## src/design/lds_pkg.sv

```systemverilog
`timescale 1ns / 1ps
`default_nettype none
package lds_pkg;

  localparam int TagW  = 48;
  localparam int StorW = 16;
  localparam int KeyW  = 32;

  typedef enum logic [1:0] {
    K_INSERT  = 2'd0,
    K_CLEAN   = 2'd1,
    K_COLLECT = 2'd2,
    K_TRIM    = 2'd3
  } kind_e;

  typedef enum logic [2:0] {
    ST_DONE      = 3'd0,
    ST_HIT       = 3'd1,
    ST_FULL      = 3'd2,
    ST_ABSENT    = 3'd3,
    ST_COLLECTED = 3'd4,
    ST_NONE      = 3'd5
  } status_e;

  // final action taken once the scans are over
  typedef enum logic [2:0] {
    A_HIT,
    A_CLEAN,
    A_ABSENT,
    A_NONE,
    A_PLACE,
    A_FULL,
    A_TRIM
  } act_e;

  typedef enum logic [5:0] {
    S_IDLE  = 6'b000001,
    S_RD    = 6'b000010,
    S_CMP   = 6'b000100,
    S_VSCAN = 6'b001000,
    S_DEC   = 6'b010000,
    S_FIN   = 6'b100000
  } state_e;

  localparam logic [2:0] RegMaxEntries = 3'd0;

endpackage
`default_nettype wire

```

## src/design/lds_if.sv

```systemverilog
`timescale 1ns / 1ps
`default_nettype none
interface lds_in_if;
  logic        valid;
  logic        ready;
  logic [1:0]  kind;
  logic [15:0] storage_id;
  logic [31:0] block_key;
  logic        make_dirty;
  modport source (output valid, kind, storage_id, block_key, make_dirty, input ready);
  modport sink   (input valid, kind, storage_id, block_key, make_dirty, output ready);
endinterface

interface lds_out_if;
  logic        valid;
  logic        ready;
  logic [2:0]  status;
  logic [3:0]  slot;
  logic [15:0] out_storage;
  logic [31:0] out_key;
  logic [4:0]  evicted;
  logic [4:0]  occupancy;
  logic [4:0]  dirty_total;
  logic        last;
  modport source (output valid, status, slot, out_storage, out_key, evicted, occupancy,
                  dirty_total, last, input ready);
  modport sink   (input valid, status, slot, out_storage, out_key, evicted, occupancy,
                  dirty_total, last, output ready);
endinterface
`default_nettype wire

```

## src/design/lru_dirty_tag_store_top.sv

```systemverilog
`timescale 1ns / 1ps
`default_nettype none
// Fully associative tag store with valid/dirty marks and LRU ranking.
// in_i takes one command per transfer (insert, mark clean, collect dirty
// entries of a storage, trim to limit); out_o returns one result per
// command, or one per collected entry with last set on the final one.
// The eviction limit is written over the APB port at byte addresses 0 to 3
// and read back at address 0; the user writes it only while idle, which the
// block does not enforce. One command is handled at a time; in_i.ready is
// high only when idle. Tags live in a memory with a registered read port and
// a separate write port; a lookup reads each slot in an S_RD step and
// compares it in an S_CMP step. Each eviction is a walk over the rank
// registers (S_VSCAN) followed by an S_DEC step; collect walks the memory
// twice (count, then report). Results sit in an output register; a stalled
// receiver holds the block in its final step (or mid-collect) until the result is taken.
// Reset empties the store at once (valid and dirty flops cleared), sets
// the eviction limit to 16; the tag memory needs no clearing.
module lru_dirty_tag_store_top #(
  parameter int CAPACITY = 16
) (
  input  wire         clk_i,
  input  wire         rst_ni,
  lds_in_if.sink      in_i,
  lds_out_if.source   out_o,
  input  wire         psel,
  input  wire         penable,
  input  wire         pwrite,
  input  wire  [2:0]  paddr,
  input  wire  [31:0] pwdata,
  output logic [31:0] prdata,
  output logic        pready
);

  localparam int IW = (CAPACITY > 1) ? $clog2(CAPACITY) : 1;
  localparam int CW = $clog2(CAPACITY + 1);
  localparam int MW = (CW > 5) ? CW : 5;
  localparam logic [IW-1:0] LastIdx = IW'(CAPACITY - 1);

  // configuration
  logic [4:0] max_q;
  wire cfg_wr = psel && penable && pwrite;
  assign pready = 1'b1;
  assign prdata = (paddr == lds_pkg::RegMaxEntries) ? {27'd0, max_q} : 32'd0;

  always_ff @(posedge clk_i or negedge rst_ni) begin
    if (!rst_ni) begin
      max_q <= 5'd16;
    end else if (cfg_wr && paddr[2] == 1'b0) begin
      max_q <= pwdata[4:0];
    end
  end

  // tag memory
  logic [lds_pkg::TagW-1:0] mem [CAPACITY];
  logic [lds_pkg::TagW-1:0] rdata_q;
  logic                     mem_we;
  logic [IW-1:0]            mem_wa;

  // control and lane state
  lds_pkg::state_e state_q, state_d;
  lds_pkg::act_e   act_q, act_d;
  lds_pkg::kind_e  kind_q, kind_d;
  logic [lds_pkg::TagW-1:0] tag_q, tag_d;
  logic            mkd_q, mkd_d;
  logic [IW-1:0]   idx_q, idx_d, fslot_q, fslot_d, vic_q, vic_d, free_q, free_d;
  logic [IW-1:0]   fage_q, fage_d, vage_q, vage_d;
  logic            vf_q, vf_d, ff_q, ff_d, pass2_q, pass2_d;
  logic [CW-1:0]   cnt_q, cnt_d, dcnt_q, dcnt_d, ev_q, ev_d, ncol_q, ncol_d, kcol_q, kcol_d;
  logic [CAPACITY-1:0] valid_q, valid_d, dirty_q, dirty_d;
  logic [IW-1:0]   age_q [CAPACITY];
  logic [IW-1:0]   age_d [CAPACITY];

  // output register
  logic            out_vld_q;
  logic [2:0]      o_status_q;
  logic [3:0]      o_slot_q;
  logic [15:0]     o_stor_q;
  logic [31:0]     o_key_q;
  logic [4:0]      o_ev_q, o_occ_q, o_dcnt_q;
  logic            o_last_q;

  logic            can_emit, emit, e_last, m_find, m_col, need_ev;
  lds_pkg::status_e e_status;
  logic [IW-1:0]   e_slot;
  logic [lds_pkg::TagW-1:0] e_tag;
  logic [CW-1:0]   e_ev;
  logic [IW-1:0]   cur_age;

  assign in_i.ready = (state_q == lds_pkg::S_IDLE);
  assign cur_age    = age_q[idx_q];
  assign m_find     = valid_q[idx_q] && (rdata_q == tag_q);
  assign m_col      = valid_q[idx_q] && dirty_q[idx_q] &&
                      (rdata_q[lds_pkg::TagW-1:lds_pkg::KeyW] == tag_q[lds_pkg::TagW-1:lds_pkg::KeyW]);
  assign need_ev    = (kind_q == lds_pkg::K_INSERT) ? (MW'(cnt_q) >= MW'(max_q))
                                                    : (MW'(cnt_q) >  MW'(max_q));

  // sequencer
  always_comb begin
    state_d = state_q; act_d = act_q; kind_d = kind_q; tag_d = tag_q; mkd_d = mkd_q;
    idx_d = idx_q; fslot_d = fslot_q; vic_d = vic_q; free_d = free_q;
    fage_d = fage_q; vage_d = vage_q; vf_d = vf_q; ff_d = ff_q; pass2_d = pass2_q;
    cnt_d = cnt_q; dcnt_d = dcnt_q; ev_d = ev_q; ncol_d = ncol_q; kcol_d = kcol_q;
    valid_d = valid_q; dirty_d = dirty_q; age_d = age_q;
    mem_we = 1'b0; mem_wa = free_q;
    can_emit = !out_vld_q || out_o.ready;
    emit = 1'b0; e_status = lds_pkg::ST_DONE; e_slot = '0; e_tag = '0;
    e_ev = '0; e_last = 1'b1;

    unique case (state_q)
      lds_pkg::S_IDLE: begin
        if (in_i.valid) begin
          kind_d  = lds_pkg::kind_e'(in_i.kind);
          tag_d   = {in_i.storage_id, in_i.block_key};
          mkd_d   = in_i.make_dirty;
          idx_d   = '0; ev_d = '0; vf_d = 1'b0; ff_d = 1'b0;
          pass2_d = 1'b0; ncol_d = '0; kcol_d = '0;
          state_d = (lds_pkg::kind_e'(in_i.kind) == lds_pkg::K_TRIM) ? lds_pkg::S_VSCAN
                                                                     : lds_pkg::S_RD;
        end
      end
      lds_pkg::S_RD: state_d = lds_pkg::S_CMP;
      lds_pkg::S_CMP: begin
        if (kind_q == lds_pkg::K_COLLECT) begin
          if (!pass2_q) begin
            ncol_d = ncol_q + CW'(m_col);
            if (idx_q == LastIdx) begin
              if (ncol_d == '0) begin
                act_d = lds_pkg::A_NONE; state_d = lds_pkg::S_FIN;
              end else begin
                dcnt_d = dcnt_q - ncol_d; pass2_d = 1'b1; idx_d = '0;
                state_d = lds_pkg::S_RD;
              end
            end else begin
              idx_d = idx_q + 1'b1; state_d = lds_pkg::S_RD;
            end
          end else if (!m_col || can_emit) begin
            // report one collected entry
            if (m_col) begin
              emit = 1'b1; e_status = lds_pkg::ST_COLLECTED; e_slot = idx_q;
              e_tag = rdata_q; e_last = (kcol_q + 1'b1 == ncol_q);
              dirty_d[idx_q] = 1'b0; kcol_d = kcol_q + 1'b1;
            end
            if (idx_q == LastIdx) begin
              state_d = lds_pkg::S_IDLE;
            end else begin
              idx_d = idx_q + 1'b1; state_d = lds_pkg::S_RD;
            end
          end
        end else begin
          // lookup for insert or mark clean
          if (m_find) begin
            fslot_d = idx_q; fage_d = cur_age;
            act_d = (kind_q == lds_pkg::K_INSERT) ? lds_pkg::A_HIT : lds_pkg::A_CLEAN;
            state_d = lds_pkg::S_FIN;
          end else if (idx_q == LastIdx) begin
            idx_d = '0;
            if (kind_q == lds_pkg::K_INSERT) begin
              state_d = lds_pkg::S_VSCAN;
            end else begin
              act_d = lds_pkg::A_ABSENT; state_d = lds_pkg::S_FIN;
            end
          end else begin
            idx_d = idx_q + 1'b1; state_d = lds_pkg::S_RD;
          end
        end
      end
      lds_pkg::S_VSCAN: begin
        // oldest clean entry and first free slot
        if (valid_q[idx_q] && !dirty_q[idx_q] && (!vf_q || cur_age > vage_q)) begin
          vf_d = 1'b1; vic_d = idx_q; vage_d = cur_age;
        end
        if (!valid_q[idx_q] && !ff_q) begin
          ff_d = 1'b1; free_d = idx_q;
        end
        if (idx_q == LastIdx) state_d = lds_pkg::S_DEC;
        else idx_d = idx_q + 1'b1;
      end
      lds_pkg::S_DEC: begin
        if (need_ev && vf_q) begin
          for (int i = 0; i < CAPACITY; i++) begin
            if (valid_q[i] && age_q[i] > vage_q) age_d[i] = age_q[i] - 1'b1;
          end
          valid_d[vic_q] = 1'b0; age_d[vic_q] = '0;
          cnt_d = cnt_q - 1'b1; ev_d = ev_q + 1'b1;
          idx_d = '0; vf_d = 1'b0; ff_d = 1'b0;
          state_d = lds_pkg::S_VSCAN;
        end else begin
          state_d = lds_pkg::S_FIN;
          if (kind_q == lds_pkg::K_TRIM) act_d = lds_pkg::A_TRIM;
          else if (ff_q) act_d = lds_pkg::A_PLACE;
          else act_d = lds_pkg::A_FULL;
        end
      end
      lds_pkg::S_FIN: begin
        if (can_emit) begin
          emit = 1'b1; state_d = lds_pkg::S_IDLE; e_ev = ev_q;
          unique case (act_q)
            lds_pkg::A_HIT: begin
              e_status = lds_pkg::ST_HIT; e_slot = fslot_q; e_ev = '0;
              if (mkd_q && !dirty_q[fslot_q]) dcnt_d = dcnt_q + 1'b1;
              else if (!mkd_q && dirty_q[fslot_q]) dcnt_d = dcnt_q - 1'b1;
              dirty_d[fslot_q] = mkd_q;
              for (int i = 0; i < CAPACITY; i++) begin
                if (valid_q[i] && age_q[i] < fage_q) age_d[i] = age_q[i] + 1'b1;
              end
              age_d[fslot_q] = '0;
            end
            lds_pkg::A_CLEAN: begin
              e_slot = fslot_q; e_ev = '0;
              if (dirty_q[fslot_q]) begin
                dirty_d[fslot_q] = 1'b0; dcnt_d = dcnt_q - 1'b1;
              end
            end
            lds_pkg::A_ABSENT: begin
              e_status = lds_pkg::ST_ABSENT; e_ev = '0;
            end
            lds_pkg::A_NONE: begin
              e_status = lds_pkg::ST_NONE; e_ev = '0;
            end
            lds_pkg::A_PLACE: begin
              e_slot = free_q;
              for (int i = 0; i < CAPACITY; i++) begin
                if (valid_q[i]) age_d[i] = age_q[i] + 1'b1;
              end
              valid_d[free_q] = 1'b1; dirty_d[free_q] = mkd_q; age_d[free_q] = '0;
              mem_we = 1'b1; mem_wa = free_q;
              cnt_d = cnt_q + 1'b1; dcnt_d = dcnt_q + CW'(mkd_q);
            end
            lds_pkg::A_FULL: e_status = lds_pkg::ST_FULL;
            lds_pkg::A_TRIM: e_status = lds_pkg::ST_DONE;
            default: e_status = lds_pkg::ST_DONE;
          endcase
        end
      end
      default: state_d = lds_pkg::S_IDLE;
    endcase
  end

  // tag memory port
  always_ff @(posedge clk_i) begin
    if (mem_we) mem[mem_wa] <= tag_q;
    rdata_q <= mem[idx_q];
  end

  // control and lane registers
  always_ff @(posedge clk_i or negedge rst_ni) begin
    if (!rst_ni) begin
      state_q <= lds_pkg::S_IDLE;
      valid_q <= '0;
      dirty_q <= '0;
      cnt_q   <= '0;
      dcnt_q  <= '0;
      for (int i = 0; i < CAPACITY; i++) age_q[i] <= '0;
    end else begin
      state_q <= state_d;
      valid_q <= valid_d;
      dirty_q <= dirty_d;
      cnt_q   <= cnt_d;
      dcnt_q  <= dcnt_d;
      age_q   <= age_d;
    end
  end

  // working registers of the current command
  always_ff @(posedge clk_i) begin
    act_q <= act_d; kind_q <= kind_d; tag_q <= tag_d; mkd_q <= mkd_d;
    idx_q <= idx_d; fslot_q <= fslot_d; vic_q <= vic_d; free_q <= free_d;
    fage_q <= fage_d; vage_q <= vage_d; vf_q <= vf_d; ff_q <= ff_d;
    pass2_q <= pass2_d; ev_q <= ev_d; ncol_q <= ncol_d; kcol_q <= kcol_d;
  end

  // result register
  always_ff @(posedge clk_i or negedge rst_ni) begin
    if (!rst_ni) begin
      out_vld_q <= 1'b0;
    end else if (emit) begin
      out_vld_q <= 1'b1;
    end else if (out_o.ready) begin
      out_vld_q <= 1'b0;
    end
  end

  always_ff @(posedge clk_i) begin
    if (emit) begin
      o_status_q <= e_status;
      o_slot_q   <= 4'(e_slot);
      o_stor_q   <= e_tag[lds_pkg::TagW-1:lds_pkg::KeyW];
      o_key_q    <= e_tag[lds_pkg::KeyW-1:0];
      o_ev_q     <= 5'(e_ev);
      o_occ_q    <= 5'(cnt_d);
      o_dcnt_q   <= 5'(dcnt_d);
      o_last_q   <= e_last;
    end
  end

  assign out_o.valid       = out_vld_q;
  assign out_o.status      = o_status_q;
  assign out_o.slot        = o_slot_q;
  assign out_o.out_storage = o_stor_q;
  assign out_o.out_key     = o_key_q;
  assign out_o.evicted     = o_ev_q;
  assign out_o.occupancy   = o_occ_q;
  assign out_o.dirty_total = o_dcnt_q;
  assign out_o.last        = o_last_q;

endmodule
`default_nettype wire

```

## src/flat_wrapper.sv

```systemverilog
// flat-port wrapper written by rule: the top's interface ports become plain ports
module lru_dirty_tag_store_top_flat 
#(
  parameter int CAPACITY = 16
)
  (clk_i, rst_ni, psel, penable, pwrite, paddr, pwdata, prdata, pready, in_i_valid, in_i_kind, in_i_storage_id, in_i_block_key, in_i_make_dirty, in_i_ready, out_o_valid, out_o_status, out_o_slot, out_o_out_storage, out_o_out_key, out_o_evicted, out_o_occupancy, out_o_dirty_total, out_o_last, out_o_ready);
  lds_in_if in_i_i ();
  lds_out_if out_o_i ();
  input  wire clk_i;
  input  wire rst_ni;
  input  wire psel;
  input  wire penable;
  input  wire pwrite;
  input  wire  [2:0] paddr;
  input  wire  [31:0] pwdata;
  output logic [31:0] prdata;
  output logic pready;
  input wire logic [$bits(in_i_i.valid)-1:0] in_i_valid;
  input wire logic [$bits(in_i_i.kind)-1:0] in_i_kind;
  input wire logic [$bits(in_i_i.storage_id)-1:0] in_i_storage_id;
  input wire logic [$bits(in_i_i.block_key)-1:0] in_i_block_key;
  input wire logic [$bits(in_i_i.make_dirty)-1:0] in_i_make_dirty;
  output wire logic [$bits(in_i_i.ready)-1:0] in_i_ready;
  output wire logic [$bits(out_o_i.valid)-1:0] out_o_valid;
  output wire logic [$bits(out_o_i.status)-1:0] out_o_status;
  output wire logic [$bits(out_o_i.slot)-1:0] out_o_slot;
  output wire logic [$bits(out_o_i.out_storage)-1:0] out_o_out_storage;
  output wire logic [$bits(out_o_i.out_key)-1:0] out_o_out_key;
  output wire logic [$bits(out_o_i.evicted)-1:0] out_o_evicted;
  output wire logic [$bits(out_o_i.occupancy)-1:0] out_o_occupancy;
  output wire logic [$bits(out_o_i.dirty_total)-1:0] out_o_dirty_total;
  output wire logic [$bits(out_o_i.last)-1:0] out_o_last;
  input wire logic [$bits(out_o_i.ready)-1:0] out_o_ready;
  assign in_i_i.valid = in_i_valid;
  assign in_i_i.kind = in_i_kind;
  assign in_i_i.storage_id = in_i_storage_id;
  assign in_i_i.block_key = in_i_block_key;
  assign in_i_i.make_dirty = in_i_make_dirty;
  assign in_i_ready = in_i_i.ready;
  assign out_o_valid = out_o_i.valid;
  assign out_o_status = out_o_i.status;
  assign out_o_slot = out_o_i.slot;
  assign out_o_out_storage = out_o_i.out_storage;
  assign out_o_out_key = out_o_i.out_key;
  assign out_o_evicted = out_o_i.evicted;
  assign out_o_occupancy = out_o_i.occupancy;
  assign out_o_dirty_total = out_o_i.dirty_total;
  assign out_o_last = out_o_i.last;
  assign out_o_i.ready = out_o_ready;
  lru_dirty_tag_store_top #(.CAPACITY(CAPACITY)) u_core (.clk_i(clk_i), .rst_ni(rst_ni), .in_i(in_i_i), .out_o(out_o_i), .psel(psel), .penable(penable), .pwrite(pwrite), .paddr(paddr), .pwdata(pwdata), .prdata(prdata), .pready(pready));
endmodule
```

## config.mk

```make
export PLATFORM = sky130hd
export DESIGN_NAME = lru_dirty_tag_store_top_flat
export DESIGN_NICKNAME = d
export VERILOG_FILES = /design/src/design/lds_pkg.sv /design/src/design/lds_if.sv /design/src/design/lru_dirty_tag_store_top.sv /design/src/flat_wrapper.sv
export SDC_FILE = /design/constraint.sdc
export NUM_CORES = 2
export LEC_CHECK = 0
export BUFFER_PORTS_ARGS = -buffer_cell sky130_fd_sc_hd__buf_2
export CAP_MARGIN = 20
export CORE_ASPECT_RATIO = 1.2
export CORE_MARGIN = 2
export CORE_UTILIZATION = 34
export CTS_BUF_LIST = sky130_fd_sc_hd__clkbuf_8 sky130_fd_sc_hd__clkbuf_16
export CTS_CLUSTER_DIAMETER = 60
export DETAILED_ROUTE_END_ITERATION = 7
export MAX_ROUTING_LAYER = met4
export SYNTH_ARGS = -nofsm -noshare
export SYNTH_HDL_FRONTEND = slang
export SYNTH_SLANG_ARGS = --single-unit
export TNS_END_PERCENT = 1
```

## constraint.sdc

```tcl
create_clock -name clk_i -period 10.65 [get_ports clk_i]
set_input_delay 0.5325 -clock clk_i [delete_from_list [all_inputs] [get_ports clk_i]]
set_output_delay 0.5325 -clock clk_i [all_outputs]
set_load 0.1 [all_outputs]
```

==> impl_metrics.json <==
{
  "synthDistinctLibCells": 89,
  "synth-seq-cells": 1101,
  "overflow": 0,
  "register_area_um2": 32000,
  "period_minus_slack_ns": 5.46,
  "grt_pass1_wl_um": 200000,
  "synthTopCellsByArea": "edfxtp_1 (56%), mux4_2 (12%), dfrtp_1 (5.8%), ha_1 (4.3%), dfxtp_1 (1.9%)",
  "switching_share": 0.302,
  "cp.required_ns": 11.00,
  "synth_edf_count": 935,
  "core.rowCount": 154,
  "numCtsBuffers": 110,
  "mostFrequentLayoutCells": "edfxtp_1 (935), mux4_2 (272), ha_1 (171)",
  "syn_inst": 3229,
  "p_seq_frac": 0.450,
  "dp_hpwl_um": 79900,
  "period_share": 0.513,
  "cts.sinks": 1101,
  "nets": 3716,
  "p_comb_frac": 0.242,
  "cp-start-kind": "flop",
  "gp_congestion": 0.926,
  "critPathSlowestCell": "nor4_2",
  "grt_max_degree": 146,
  "cp-end-kind": "flop",
  "fillCellCount": 13600,
  "post-cts-setup-buffers": 0,
  "dp_cells": 5239,
  "ant_nets": 0,
  "drive_gt1_frac": 0.199,
  "viasPerCell": 5.49,
  "finalHoldViolCount": 0,
  "grt_pass1_vias": 29800,
  "initial_core_util": 0.342,
  "max_slew.worst_pin.slew_ns": 1.21,
  "setup_viol": 0,
  "p_per_area_nw_per_um2": 218,
  "maxCapViolations": 0,
  "min-delay-path-class": "input port to flop",
  "wl_per_cell_um": 24.7,
  "max-slew-margin-rel": 0.195,
  "cp.arrival_ns": 5.81,
  "io_buffers": 143,
  "postCtsHoldBufs": 50,
  "drt-initial-drc-count": 3265,
  "cts_tree": "done",
  "critPathMostFrequentCell": "buf_4",
  "clk_latency_ns": 0.75,
  "vdd_ir_drop_max_uv": 225,
  "leakagePower_nw": 19.6,
  "crit_chain": "xnor2_1 -> nand4_1 -> nor4_2 -> nor3b_2 -> and4_2 -> buf_4 -> or2_4 -> buf_4",
  "cts_resized": 0,
  "multiInputGateArea_um2": 17100,
  "slew_violations": 0,
  "drtPass1Iterations": 5,
  "core_um2": 146000,
  "grt_antenna_before_repair": 6,
  "cts-root-buf": "clkbuf_16",
  "p_int_mw": 8.71,
  "area_growth_pct": 14.3,
  "fmax_mhz": 183,
  "status": "complete, no violations",
  "io_pins": 199,
  "path_max_fanout": 56,
  "final_common_cell": "edfxtp_1",
  "fin_cells": 5492,
  "grt.total_usage": 0.183,
  "synth-main-ff-cell": "edfxtp_1",
  "rsz0062_at_grt": "false",
  "clk_pin_slew_ns": 0.06,
  "finalWirelength_um": 135000,
  "synth_top_area_cell": "edfxtp_1",
  "hold-worst-slack_ns": 0.0461,
  "die_h_um": 424,
  "syn_area_per_cell_um2": 15.5,
  "ctsHtreeMaxLevel": 3,
  "die_area_um2": 150000,
  "remaining_drc_errors": 0,
  "dieWidth_um": 354,
  "max-clock-path-buffers": 3,
  "setup_tns_ns": 0,
  "finClkSkew_ns": 0.0510,
  "crit_type": "flop to flop",
  "dr_total_vias": 30100,
  "p_sw_mw": 3.76,
  "yosysTopAreaCellShare": 0.561,
  "slowest_delay_ns": 0.81,
  "p_clk_frac": 0.308,
  "ys_seq_area_frac": 0.639,
  "synth-async-reset-ratio": 0.107,
  "yosysWarnings": 0,
  "syn-cell-area_um2": 50100
}
-- cells in the mapped netlist, drive strengths merged, types with 5 or more instances --
library cell,number
nor4,13
dfrtp,116
mux2,8
and3,22
clkbuf,98
and2,65
o32ai,5
mux4,272
a221oi,8
a221o,12
nand2,144
nor2b,43
or3,21
nor3,34
o21a,18
a32o,13
o21ai,162
nand4,41
o22ai,51
xor2,12
ha,171
a211o,10
dfxtp,48
xnor2,65
a211oi,20
inv,100
nand2b,54
or2,11
a31oi,23
o221ai,22
a21oi,156
a32oi,12
o211ai,21
buf,75
or4,5
nor3b,15
nor2,117
nand3,51
a22o,21
a21o,38
a22oi,28
mux2i,8
edfxtp,935
o31ai,7
-- worst paths after layout --
check	start	end	slack (ns)	cells past startpoint
max	u_core.tag_q[33]	u_core.out_o.out_key[30]	5.19	8
min	in_i_block_key[14]	u_core.tag_q[14]	0.05	1
max reg2reg	u_core.tag_q[33]	u_core.out_o.out_key[30]	5.19	8
min reg2reg	u_core.cnt_q[4]	u_core.cnt_q[4]	0.52	1
max in group asynchronous	rst_ni	u_core.max_q[2]	9.00	3
min in group asynchronous	rst_ni	u_core.age_q[13]	0.50	2
-- stage by stage --
stage               utilization  area [µm²]  worst slack, ns  power (mW)
CTS                       0.391       57200             4.91        12.6
global placement          0.363       53200             5.00        8.70
detailed placement        0.363       53200             4.90        8.73
finish                    0.391       57200             5.19        12.5
global route              0.391       57200             4.91        13.0
floorplan                     -       50200             5.12        7.83
-- layer usage --
metal  vias to the layer above  routed length, µm  GRT usage
met5                         -                  0          -
met4                         0               3860     0.0618
met3                       232               8270     0.0242
met2                      1159              65900      0.292
met1                     15500              57400      0.240
li1                      13300                  -          -
-- flip-flops by register name, indices dropped and copies added (netlist names), 5 cells and up --
name and cells:
u_core.out_o.out_key 32, u_core.rdata_q 48, u_core.dcnt_q 5, u_core.out_o.occupancy 5, u_core.max_q 5, u_core.dirty_q 16
u_core.ev_q 5, u_core.mem 768, u_core.out_o.evicted 5, u_core.tag_q 48, u_core.ncol_q 5, u_core.out_o.out_storage 16
u_core.state_q 6, u_core.out_o.dirty_total 5, u_core.valid_q 16, u_core.age_q 64, u_core.kcol_q 5, u_core.cnt_q 5
-- worst max-delay path, delay by kind of cell, from the launching register on --
kind	cells	cell delay, ns
and+or+nand+nor	5	2.49
xor gates and xnor gates	1	0.43
buffers and inverters	2	1.40
DFF	1	0.60
-- cell type report --
| cell class | count | share of cell area |
|---|---|---|
| inverters | 100 | 0.00658 |
| repair buffers | 257 | 0.0299 |
| flip-flops and latches | 1101 | 0.559 |
| well taps | 1950 | 0.0426 |
| diodes | 1 | 0.0000437 |
| clock buffers | 115 | 0.0495 |
| clock inverters | 87 | 0.0128 |
| multi-input cells | 1881 | 0.299 |
-- power by group through the flow --
stage / clock network, mW / registers (mW) / logic [mW]
after detailed placement: 0 / 5.69 / 3.04
after CTS: 3.91 / 5.61 / 3.07
after global placement: 0 / 5.68 / 3.02
after global routing: 4.07 / 5.66 / 3.26
final: 3.85 / 5.61 / 3.02
after floorplan: 0 / 5.55 / 2.29
-- cells by family after synthesis --
group,count (synthesis),synth area share
multiplexers,288,0.126
AND/OR/NAND/NOR,652,0.0681
flip-flops,1101,0.639
buffers and inverters,273,0.0233
AO/OA/AOI/OAI,663,0.0867
other,2,0.000150
adder cells (fa/ha/maj),173,0.0433
XOR/XNOR,77,0.0135
Power figures use the tool's default switching activity.
